[src/hw/rtl/cdrc_pkg.sv]
// Shared constants and pipeline stage types for the clock drift ratio controller.
`timescale 1ns / 1ps

package cdrc_pkg;

    // Fixed-point unity for the Q1.23 adjustment.
    localparam logic [23:0] ONE_Q23 = 24'd8388608;

    // Ticks shorter than this carry no result.
    localparam logic [19:0] MIN_ELAPSED_US = 20'd50000;

    // Buffer fill target in milliseconds.
    localparam logic [11:0] TARGET_MS = 12'd300;

    // q = round(err * 2^23 / 6000) = 1398 * err + floor((76 * err + 375) / 750).
    localparam logic [10:0] ERR_WHOLE   = 11'd1398;
    localparam logic [6:0]  ERR_FRAC    = 7'd76;
    localparam logic [8:0]  ERR_BIAS    = 9'd375;
    // ceil(2^28 / 750); exact for the quotient over the whole fill range.
    localparam logic [18:0] ERR_RECIP   = 19'd357914;
    localparam int          ERR_SHIFT   = 28;

    // Slew limit m = floor((elapsed * 2^16 + 390625) / 781250).
    // A reciprocal estimate is at most one low and is corrected in the next stage.
    localparam logic [28:0] SLEW_RECIP  = 29'd360287970;
    localparam logic [37:0] SLEW_DIV    = 38'd781250;
    localparam logic [37:0] SLEW_BIAS   = 38'd390625;

    // Product rounding: add half an LSB of Q1.23 before dropping 23 bits.
    localparam logic [56:0] RATIO_ROUND = 57'd4194304;

    // Configuration register indexes.
    typedef enum logic [1:0] {
        CFG_NOMINAL_RATIO  = 2'd0,
        CFG_OVERFLOW_LIMIT = 2'd1,
        CFG_UNDERFLOW_LIMIT = 2'd2
    } cfg_index_t;

    // Accepted tick that qualifies for an update.
    typedef struct packed {
        logic [19:0] elapsed;
        logic [11:0] fill;
    } s1_t;

    // Partial results for the desired adjustment and the slew limit.
    typedef struct packed {
        logic [19:0] elapsed;
        logic [16:0] slew_est;
        logic        err_neg;
        logic [11:0] err_mag;
        logic [8:0]  err_quot;
        logic        critical;
    } s2_t;

    // Operands of the adjustment update.
    typedef struct packed {
        logic [23:0] desired;
        logic [16:0] slew_max;
        logic        critical;
    } s3_t;

    // Updated adjustment with the episode status of the tick.
    typedef struct packed {
        logic [23:0] adjust;
        logic        critical;
        logic        entered;
        logic [15:0] episodes;
    } s4_t;

endpackage

[src/hw/rtl/clock_drift_ratio_controller_core.sv]
// Top level of the clock drift ratio controller: a five-register pipeline.
`timescale 1ns / 1ps

// Each qualifying adjust tick (elapsed_us of at least 50000 and link_up set) gives one
// result, which reaches the outputs after passing through all five registers; other ticks
// are absorbed with no result and leave the state alone. One request is taken in every
// cycle unless stalled. The pipeline holds an input register, two stages that form the
// desired adjustment and the slew limit, the stage that updates the stored adjustment
// and the episode latch, and the output register that holds the saturated ratio
// product. Any stage moves on whenever the one after it is free, so a waiting result
// blocks new requests only once all five registers hold qualifying ticks.
// Configuration writes take effect at once and are meant for idle periods.
module clock_drift_ratio_controller_core
    import cdrc_pkg::*;
(
    input  logic        clk,
    input  logic        rst_n,

    input  logic        cfg_wr_en,
    input  logic [1:0]  cfg_index,
    input  logic [31:0] cfg_data,

    input  logic        in_valid,
    output logic        in_ready,
    input  logic [19:0] elapsed_us,
    input  logic [11:0] fill_ms,
    input  logic        link_up,

    output logic        out_valid,
    input  logic        out_ready,
    output logic [31:0] ratio,
    output logic        critical,
    output logic        critical_entered,
    output logic [15:0] episode_count
);

    // Configuration registers.
    logic [31:0] nominal_ratio_reg;
    logic [11:0] overflow_limit_reg;
    logic [11:0] underflow_limit_reg;

    // Controller state.
    logic [23:0] adjust_reg;
    logic [23:0] adjust_next;
    logic        latched_reg;
    logic        latched_next;
    logic [15:0] episodes_reg;
    logic [15:0] episodes_next;

    // Pipeline stages.
    logic        s1_valid_reg;
    logic        s2_valid_reg;
    logic        s3_valid_reg;
    logic        s4_valid_reg;
    logic        out_valid_reg;
    s1_t         s1_reg;
    s1_t         s1_next;
    s2_t         s2_reg;
    s2_t         s2_next;
    s3_t         s3_reg;
    s3_t         s3_next;
    s4_t         s4_reg;
    s4_t         s4_next;
    logic [31:0] ratio_reg;
    logic [31:0] ratio_next;
    logic        critical_reg;
    logic        entered_reg;
    logic [15:0] count_reg;

    logic        out_free;
    logic        s4_free;
    logic        s3_free;
    logic        s2_free;
    logic        s1_free;
    logic        in_take;

    logic [18:0] err_num;
    logic [37:0] err_prod;
    logic [48:0] slew_prod;
    logic [37:0] slew_lhs;
    logic [37:0] slew_rhs;
    logic [22:0] err_q;
    logic [24:0] diff_up;
    logic [24:0] diff_down;
    logic [56:0] ratio_prod;

    // Handshake chain: a stage may load when it is empty or its content leaves.
    assign out_free = !out_valid_reg || out_ready;
    assign s4_free  = !s4_valid_reg || out_free;
    assign s3_free  = !s3_valid_reg || s4_free;
    assign s2_free  = !s2_valid_reg || s3_free;
    assign s1_free  = !s1_valid_reg || s2_free;
    assign in_ready = s1_free;
    assign in_take  = in_valid && in_ready && link_up && (elapsed_us >= MIN_ELAPSED_US);

    // Configuration writes.
    always_ff @(posedge clk or negedge rst_n)
    begin
        if (!rst_n)
        begin
            nominal_ratio_reg   <= 32'd16777216;
            overflow_limit_reg  <= 12'd1600;
            underflow_limit_reg <= 12'd20;
        end
        else if (cfg_wr_en)
        begin
            unique case (cfg_index_t'(cfg_index))
                CFG_NOMINAL_RATIO:   nominal_ratio_reg   <= cfg_data;
                CFG_OVERFLOW_LIMIT:  overflow_limit_reg  <= cfg_data[11:0];
                CFG_UNDERFLOW_LIMIT: underflow_limit_reg <= cfg_data[11:0];
                default:             ;
            endcase
        end
    end

    // Stage 1 input register.
    always_comb
    begin
        s1_next.elapsed = elapsed_us;
        s1_next.fill    = fill_ms;
    end

    // Stage 2: fill error split, reciprocal products and the critical compare.
    always_comb
    begin
        s2_next.elapsed = s1_reg.elapsed;
        if (s1_reg.fill > TARGET_MS)
        begin
            s2_next.err_neg = 1'b1;
            s2_next.err_mag = s1_reg.fill - TARGET_MS;
        end
        else
        begin
            s2_next.err_neg = 1'b0;
            s2_next.err_mag = TARGET_MS - s1_reg.fill;
        end
        err_num  = 19'(s2_next.err_mag) * 19'(ERR_FRAC) + 19'(ERR_BIAS);
        err_prod = 38'(err_num) * 38'(ERR_RECIP);
        s2_next.err_quot = err_prod[ERR_SHIFT+8:ERR_SHIFT];
        slew_prod = 49'(s1_reg.elapsed) * 49'(SLEW_RECIP) + 49'(33'h0_8000_0000);
        s2_next.slew_est = slew_prod[48:32];
        s2_next.critical = (s1_reg.fill > overflow_limit_reg)
                        || (s1_reg.fill < underflow_limit_reg);
    end

    // Stage 3: assemble the desired adjustment and correct the slew estimate.
    always_comb
    begin
        err_q = 23'(s2_reg.err_mag) * 23'(ERR_WHOLE) + 23'(s2_reg.err_quot);
        if (s2_reg.err_neg)
            s3_next.desired = ONE_Q23 - 24'(err_q);
        else
            s3_next.desired = ONE_Q23 + 24'(err_q);
        slew_lhs = (38'(s2_reg.slew_est) + 38'd1) * SLEW_DIV;
        slew_rhs = {2'b00, s2_reg.elapsed, 16'h0000} + SLEW_BIAS;
        if (slew_lhs <= slew_rhs)
            s3_next.slew_max = s2_reg.slew_est + 17'd1;
        else
            s3_next.slew_max = s2_reg.slew_est;
        s3_next.critical = s2_reg.critical;
    end

    // Stage 4: slew-limited move toward the desired value and episode tracking.
    // The result always lies between the old and the desired value, so it stays in range.
    always_comb
    begin
        diff_up   = {1'b0, s3_reg.desired} - {1'b0, adjust_reg};
        diff_down = {1'b0, adjust_reg} - {1'b0, s3_reg.desired};
        if (s3_reg.desired >= adjust_reg)
        begin
            if (diff_up > 25'(s3_reg.slew_max))
                adjust_next = adjust_reg + 24'(s3_reg.slew_max);
            else
                adjust_next = s3_reg.desired;
        end
        else
        begin
            if (diff_down > 25'(s3_reg.slew_max))
                adjust_next = adjust_reg - 24'(s3_reg.slew_max);
            else
                adjust_next = s3_reg.desired;
        end

        latched_next     = latched_reg;
        episodes_next    = episodes_reg;
        s4_next.entered  = 1'b0;
        if (s3_reg.critical && !latched_reg)
        begin
            latched_next    = 1'b1;
            episodes_next   = episodes_reg + 16'd1;
            s4_next.entered = 1'b1;
        end
        else if (!s3_reg.critical)
        begin
            latched_next = 1'b0;
        end
        s4_next.adjust   = adjust_next;
        s4_next.critical = s3_reg.critical;
        s4_next.episodes = episodes_next;
    end

    // Output stage: rounded and saturated ratio product.
    always_comb
    begin
        ratio_prod = 57'(nominal_ratio_reg) * 57'(s4_reg.adjust) + RATIO_ROUND;
        if (ratio_prod[56:55] != 2'b00)
            ratio_next = 32'hFFFF_FFFF;
        else
            ratio_next = ratio_prod[54:23];
    end

    always_ff @(posedge clk or negedge rst_n)
    begin
        if (!rst_n)
        begin
            s1_valid_reg  <= 1'b0;
            s2_valid_reg  <= 1'b0;
            s3_valid_reg  <= 1'b0;
            s4_valid_reg  <= 1'b0;
            out_valid_reg <= 1'b0;
            adjust_reg    <= ONE_Q23;
            latched_reg   <= 1'b0;
            episodes_reg  <= 16'd0;
        end
        else
        begin
            if (s1_free)
                s1_valid_reg <= in_take;
            if (s2_free)
                s2_valid_reg <= s1_valid_reg;
            if (s3_free)
                s3_valid_reg <= s2_valid_reg;
            if (s4_free)
                s4_valid_reg <= s3_valid_reg;
            if (out_free)
                out_valid_reg <= s4_valid_reg;
            if (s3_valid_reg && s4_free)
            begin
                adjust_reg   <= adjust_next;
                latched_reg  <= latched_next;
                episodes_reg <= episodes_next;
            end
        end
    end

    always_ff @(posedge clk)
    begin
        if (in_take)
            s1_reg <= s1_next;
        if (s1_valid_reg && s2_free)
            s2_reg <= s2_next;
        if (s2_valid_reg && s3_free)
            s3_reg <= s3_next;
        if (s3_valid_reg && s4_free)
            s4_reg <= s4_next;
        if (s4_valid_reg && out_free)
        begin
            ratio_reg    <= ratio_next;
            critical_reg <= s4_reg.critical;
            entered_reg  <= s4_reg.entered;
            count_reg    <= s4_reg.episodes;
        end
    end

    assign out_valid        = out_valid_reg;
    assign ratio            = ratio_reg;
    assign critical         = critical_reg;
    assign critical_entered = entered_reg;
    assign episode_count    = count_reg;

endmodule

[config.mk]
export PLATFORM = sky130hd
export DESIGN_NAME = clock_drift_ratio_controller_core
export DESIGN_NICKNAME = d
export VERILOG_FILES = /design/src/hw/rtl/cdrc_pkg.sv /design/src/hw/rtl/clock_drift_ratio_controller_core.sv
export SDC_FILE = /design/constraint.sdc
export NUM_CORES = 2
export LEC_CHECK = 0
export BUFFER_PORTS_ARGS = -buffer_cell sky130_fd_sc_hd__buf_2
export CORE_MARGIN = 3
export CORE_UTILIZATION = 35
export DETAILED_ROUTE_END_ITERATION = 8
export GPL_TIMING_DRIVEN = 0
export HOLD_SLACK_MARGIN = 0.03
export PLACE_DENSITY = 0.45
export SLEW_MARGIN = 5
export SYNTH_ARGS = -nofsm -noshare
export SYNTH_HDL_FRONTEND = slang
export SYNTH_SLANG_ARGS = --single-unit
[constraint.sdc]
create_clock -name clk -period 27.2 [get_ports clk]
set_input_delay 2.72 -clock clk [delete_from_list [all_inputs] [get_ports clk]]
set_output_delay 2.72 -clock clk [all_outputs]
set_load 0.01 [all_outputs]
==> impl_summary.log <==
[metrics] Max Fanout on Critical Path: 10
[metrics] Syn Nets: ~9,300
[metrics] Max Root-Sink Buffers: 3
[metrics] Hold Crit Class: reg -> reg
[metrics] period utilization: 0.472
[metrics] Placement Setup Slack: 14.20 ns
[metrics] kind of critical path: reg -> reg
[metrics] Filler cells: ~20,000
[metrics] slack of the critical path: 14.35 ns
[metrics] # Max-Cap Violations: 0
[metrics] vias per cell: 4.96
[metrics] number of primary I/O pins: roughly 120
[metrics] required time of the critical path: 27.58 ns
[metrics] routed length on met3: 8990 um
[metrics] relative slew slack: 0.137
[metrics] upper clock frequency limit: 77.8 MHz
[metrics] type of destination of the critical path: flip-flop
[metrics] combinational family with the most area after synthesis: adder cells
[metrics] async set-or-reset flop fraction in the synthesized netlist: 0.311
[metrics] top layer used by detailed routing: met4
[metrics] die area: between 200,000 and 250,000 um2
[metrics] portion of netlist area occupied by mux cells: 0.0137
[metrics] overall via count from detail_route: 49,519
[metrics] arrival time of the worst setup path: 13.23 ns
[metrics] Final Instance Count excl. Fillers: 9,982
[metrics] post-layout utilization of the core: 0.381
[metrics] largest net degree at the start of global routing: 69
[metrics] Distinct cells, synth: 88
[metrics] Crit-path slowest cell: sky130_fd_sc_hd__o22ai_1
[metrics] slowest stage delay, CP: 0.84 ns
[metrics] Fin Clk Skew: 0.0441 ns
[metrics] antenna violation net count after detailed routing: 0
[metrics] via count of the first global-routing pass: 53,001
[metrics] worst path bufs/invs: 8
[metrics] Final Wtd Congestion: 0.903
[metrics] sequential share of the synthesized area: 0.136
[metrics] first-pass GRT wire length: 334,000 um
[metrics] buffers inserted by post-CTS timing repair: 0
[metrics] number of synthesized flops with an enable pin: 226
[metrics] Least-Margin Pin Slew: 1.29 ns
[metrics] Root Buffer: sky130_fd_sc_hd__clkbuf_16
[metrics] Layout Nets: about 9,500
[metrics] clock sink total: 328
[metrics] type of origin of the critical path: flip-flop
[metrics] DRT Wirelength: 215,000 um
[metrics] Final Slew Violations: 0
[metrics] clock transition at the register clock pins on the worst setup and hold paths after CTS: approximately 0.060 ns
[metrics] DRT Pass-1 Iters: 5
[metrics] post-synthesis instance area: 68,800 um2
[metrics] post-route met1 wirelength: 99,000 um
[metrics] total half-perimeter wirelength after legalization and detailed placement: around 180,000 um
[metrics] final hold vios: 0
[metrics] RSZ-0062 raised after global routing: no
[metrics] floorplan core area: 195,000 um2
[metrics] CTS Buf Count: 47
[metrics] DRC: 0
[metrics] warnings from Yosys: 0
[metrics] outcome: completed
[metrics] xor/xnor share of the synthesized area: 0.0423
[metrics] antenna violations before repair: 3
[metrics] number of I/O port buffers: 123
[metrics] clock latency at the later pin of the worst-skew pair: 0.70 ns
[metrics] Post-CTS Hold Buffers: 0
[metrics] Chip Height: around 450 um
[metrics] compound-cell area share of the yosys netlist: 0.0809
[metrics] area share of fa/ha/maj cells after synthesis: 0.515
[metrics] number of instances in the placed design: 9,891
[metrics] setup tns final: 0 ns
[metrics] post-synthesis instance total: 7,135
[metrics] die width: about 450 um
[metrics] number of flip-flops under the largest register name: 60
[metrics] syn_area_per_cell: a little under 10 um2
[metrics] proportion of layout cells with a drive suffix above 1: 0.0479
[metrics] Setup violations, final: 0
[metrics] metal2 WL: roughly 100,000 um
[metrics] number of DRC violations after detailed-routing iteration 0: 2,606
[metrics] routed length per placed instance: 21.6 um
[metrics] min cycle time layout: approximately 13 ns
[metrics] synthesis-stage register bit count: 328
[metrics] register-to-register setup slack: 14.35 ns
[metrics] TritonCTS clock tree: yes
[metrics] # H-tree levels: 2
[metrics] total gr overflow: 0
[metrics] simple-gate share of the synthesized area: 0.113
[metrics] Starting Density: 0.352
[metrics] P&R area growth vs syn: 8.28%
[metrics] Resize count post-CTS: 0
[metrics] ys flop type: sky130_fd_sc_hd__edfxtp_1
[metrics] standard-cell row count: roughly 160
[metrics] GR Util All Layers: 0.217
[metrics] cell type group with the largest total delay on the critical path: adder cells
final cells by class:
type | count | area, um2 | area share
multi-input combinational | 5015 | 52600 | 0.707
sequential | 328 | 9350 | 0.126
tap | 2624 | 3280 | 0.0441
buffer | 219 | 885 | 0.0119
antenna | 3 | 7.51 | 0.000101
inverter | 1573 | 5900 | 0.0793
timing repair buffer | 132 | 810 | 0.0109
clock inverter | 25 | 249 | 0.00334
clock buffer | 63 | 1320 | 0.0177
metrics by stage:
stage | hold WS, ns | area, um2
3_5_place_dp | 0.405 | 72900
2_1_floorplan | 0.400 | 68800
3_3_place_gp | 0.407 | 72700
4_1_cts | 0.420 | 74400
5_1_grt | 0.427 | 74400
6_report | 0.420 | 74400
worst register-to-register path: cells and delay by family, from the launching register on:
kind                     cells  cell delay [ns]
AO/OA/AOI/OAI               13             3.65
XOR/XNOR                     4             1.04
adder cells (fa/ha/maj)     10             4.04
buffers and inverters        8             1.82
flip-flops                   1             0.67
AND/OR/NAND/NOR             10             1.34
synth_stat cells (13+ instances only):
cell type,count,area share
sky130_fd_sc_hd__or2_2,16,0.0015
sky130_fd_sc_hd__a21o_1,97,0.011
sky130_fd_sc_hd__buf_2,15,0.0011
sky130_fd_sc_hd__and2_1,258,0.023
sky130_fd_sc_hd__ha_1,973,0.18
sky130_fd_sc_hd__fa_1,1161,0.34
sky130_fd_sc_hd__xor2_1,105,0.013
sky130_fd_sc_hd__nand4_1,45,0.0041
sky130_fd_sc_hd__nand2b_1,39,0.0035
sky130_fd_sc_hd__clkbuf_1,191,0.010
sky130_fd_sc_hd__o2111ai_1,14,0.0018
sky130_fd_sc_hd__a211oi_1,28,0.0031
sky130_fd_sc_hd__or3_1,21,0.0019
sky130_fd_sc_hd__nand3_1,75,0.0055
sky130_fd_sc_hd__edfxtp_1,226,0.099
sky130_fd_sc_hd__nor2b_1,40,0.0036
sky130_fd_sc_hd__o21bai_1,29,0.0032
sky130_fd_sc_hd__a21oi_1,219,0.016
sky130_fd_sc_hd__o221ai_1,17,0.0022
sky130_fd_sc_hd__and3_1,51,0.0046
sky130_fd_sc_hd__nor2_1,189,0.010
sky130_fd_sc_hd__o31ai_1,13,0.0014
sky130_fd_sc_hd__o21a_1,44,0.0048
sky130_fd_sc_hd__mux2_2,73,0.012
sky130_fd_sc_hd__dfrtp_1,95,0.035
sky130_fd_sc_hd__inv_1,1571,0.086
sky130_fd_sc_hd__nor4_1,19,0.0017
sky130_fd_sc_hd__nand2_1,749,0.041
sky130_fd_sc_hd__xnor2_1,222,0.028
sky130_fd_sc_hd__o21ai_0,150,0.011
sky130_fd_sc_hd__o211ai_1,33,0.0036
sky130_fd_sc_hd__nor3_1,79,0.0058
sky130_fd_sc_hd__a31oi_1,29,0.0026
cells in the final DEF (no fill, tap or decap), drive strengths merged, types with 19 or more instances in the layout:
cell / Yosys / layout
a211oi: 30 / 30
a21o: 97 / 97
a21oi: 220 / 220
a31oi: 29 / 29
and2: 258 / 258
and3: 51 / 51
buf: 28 / 160
clkbuf: 191 / 254
dfrtp: 95 / 95
edfxtp: 226 / 226
fa: 1161 / 1161
ha: 973 / 973
inv: 1572 / 1580
mux2: 73 / 73
nand2: 749 / 749
nand2b: 39 / 39
nand3: 75 / 75
nand4: 45 / 45
nor2: 189 / 189
nor2b: 40 / 40
nor3: 80 / 80
nor4: 19 / 19
o211ai: 33 / 33
o21a: 44 / 44
o21ai: 152 / 152
o21bai: 29 / 29
or3: 21 / 21
xnor2: 222 / 222
xor2: 105 / 105
final timing paths:
kind	start	to	cells after the start
max	s1_reg[0]$_DFFE_PP_	s2_reg[9]$_DFFE_PP_	45
min reg2reg	s4_reg[8]$_DFFE_PP_	episode_count[8]$_DFFE_PP_	0
max reg2reg	s1_reg[0]$_DFFE_PP_	s2_reg[9]$_DFFE_PP_	45
min in group asynchronous	rst_n	nominal_ratio_reg[20]$_DFFE_PN0P_	1
min	s4_reg[8]$_DFFE_PP_	episode_count[8]$_DFFE_PP_	0
max in group asynchronous	rst_n	episodes_reg[7]$_DFFE_PN0P_	2
metal layers:
| layer | GRT usage | vias to the layer above |
|---|---|---|
| li1 | - | 23085 |
| met1 | 0.302 | 25225 |
| met2 | 0.363 | 1005 |
| met3 | 0.0242 | 204 |
| met4 | 0.0497 | 0 |
| met5 | 0 | - |
cells by family after synthesis:
logic type,count (synthesis)
XOR/XNOR,329
AND/OR/NAND/NOR,1634
buffers and inverters,1792
AO/OA/AOI/OAI,833
adder cells (fa/ha/maj),2134
flip-flops,328
multiplexers,85
Power is not shown: default switching activity piles up to over one toggle a cycle in this logic, so the estimate is an artifact.
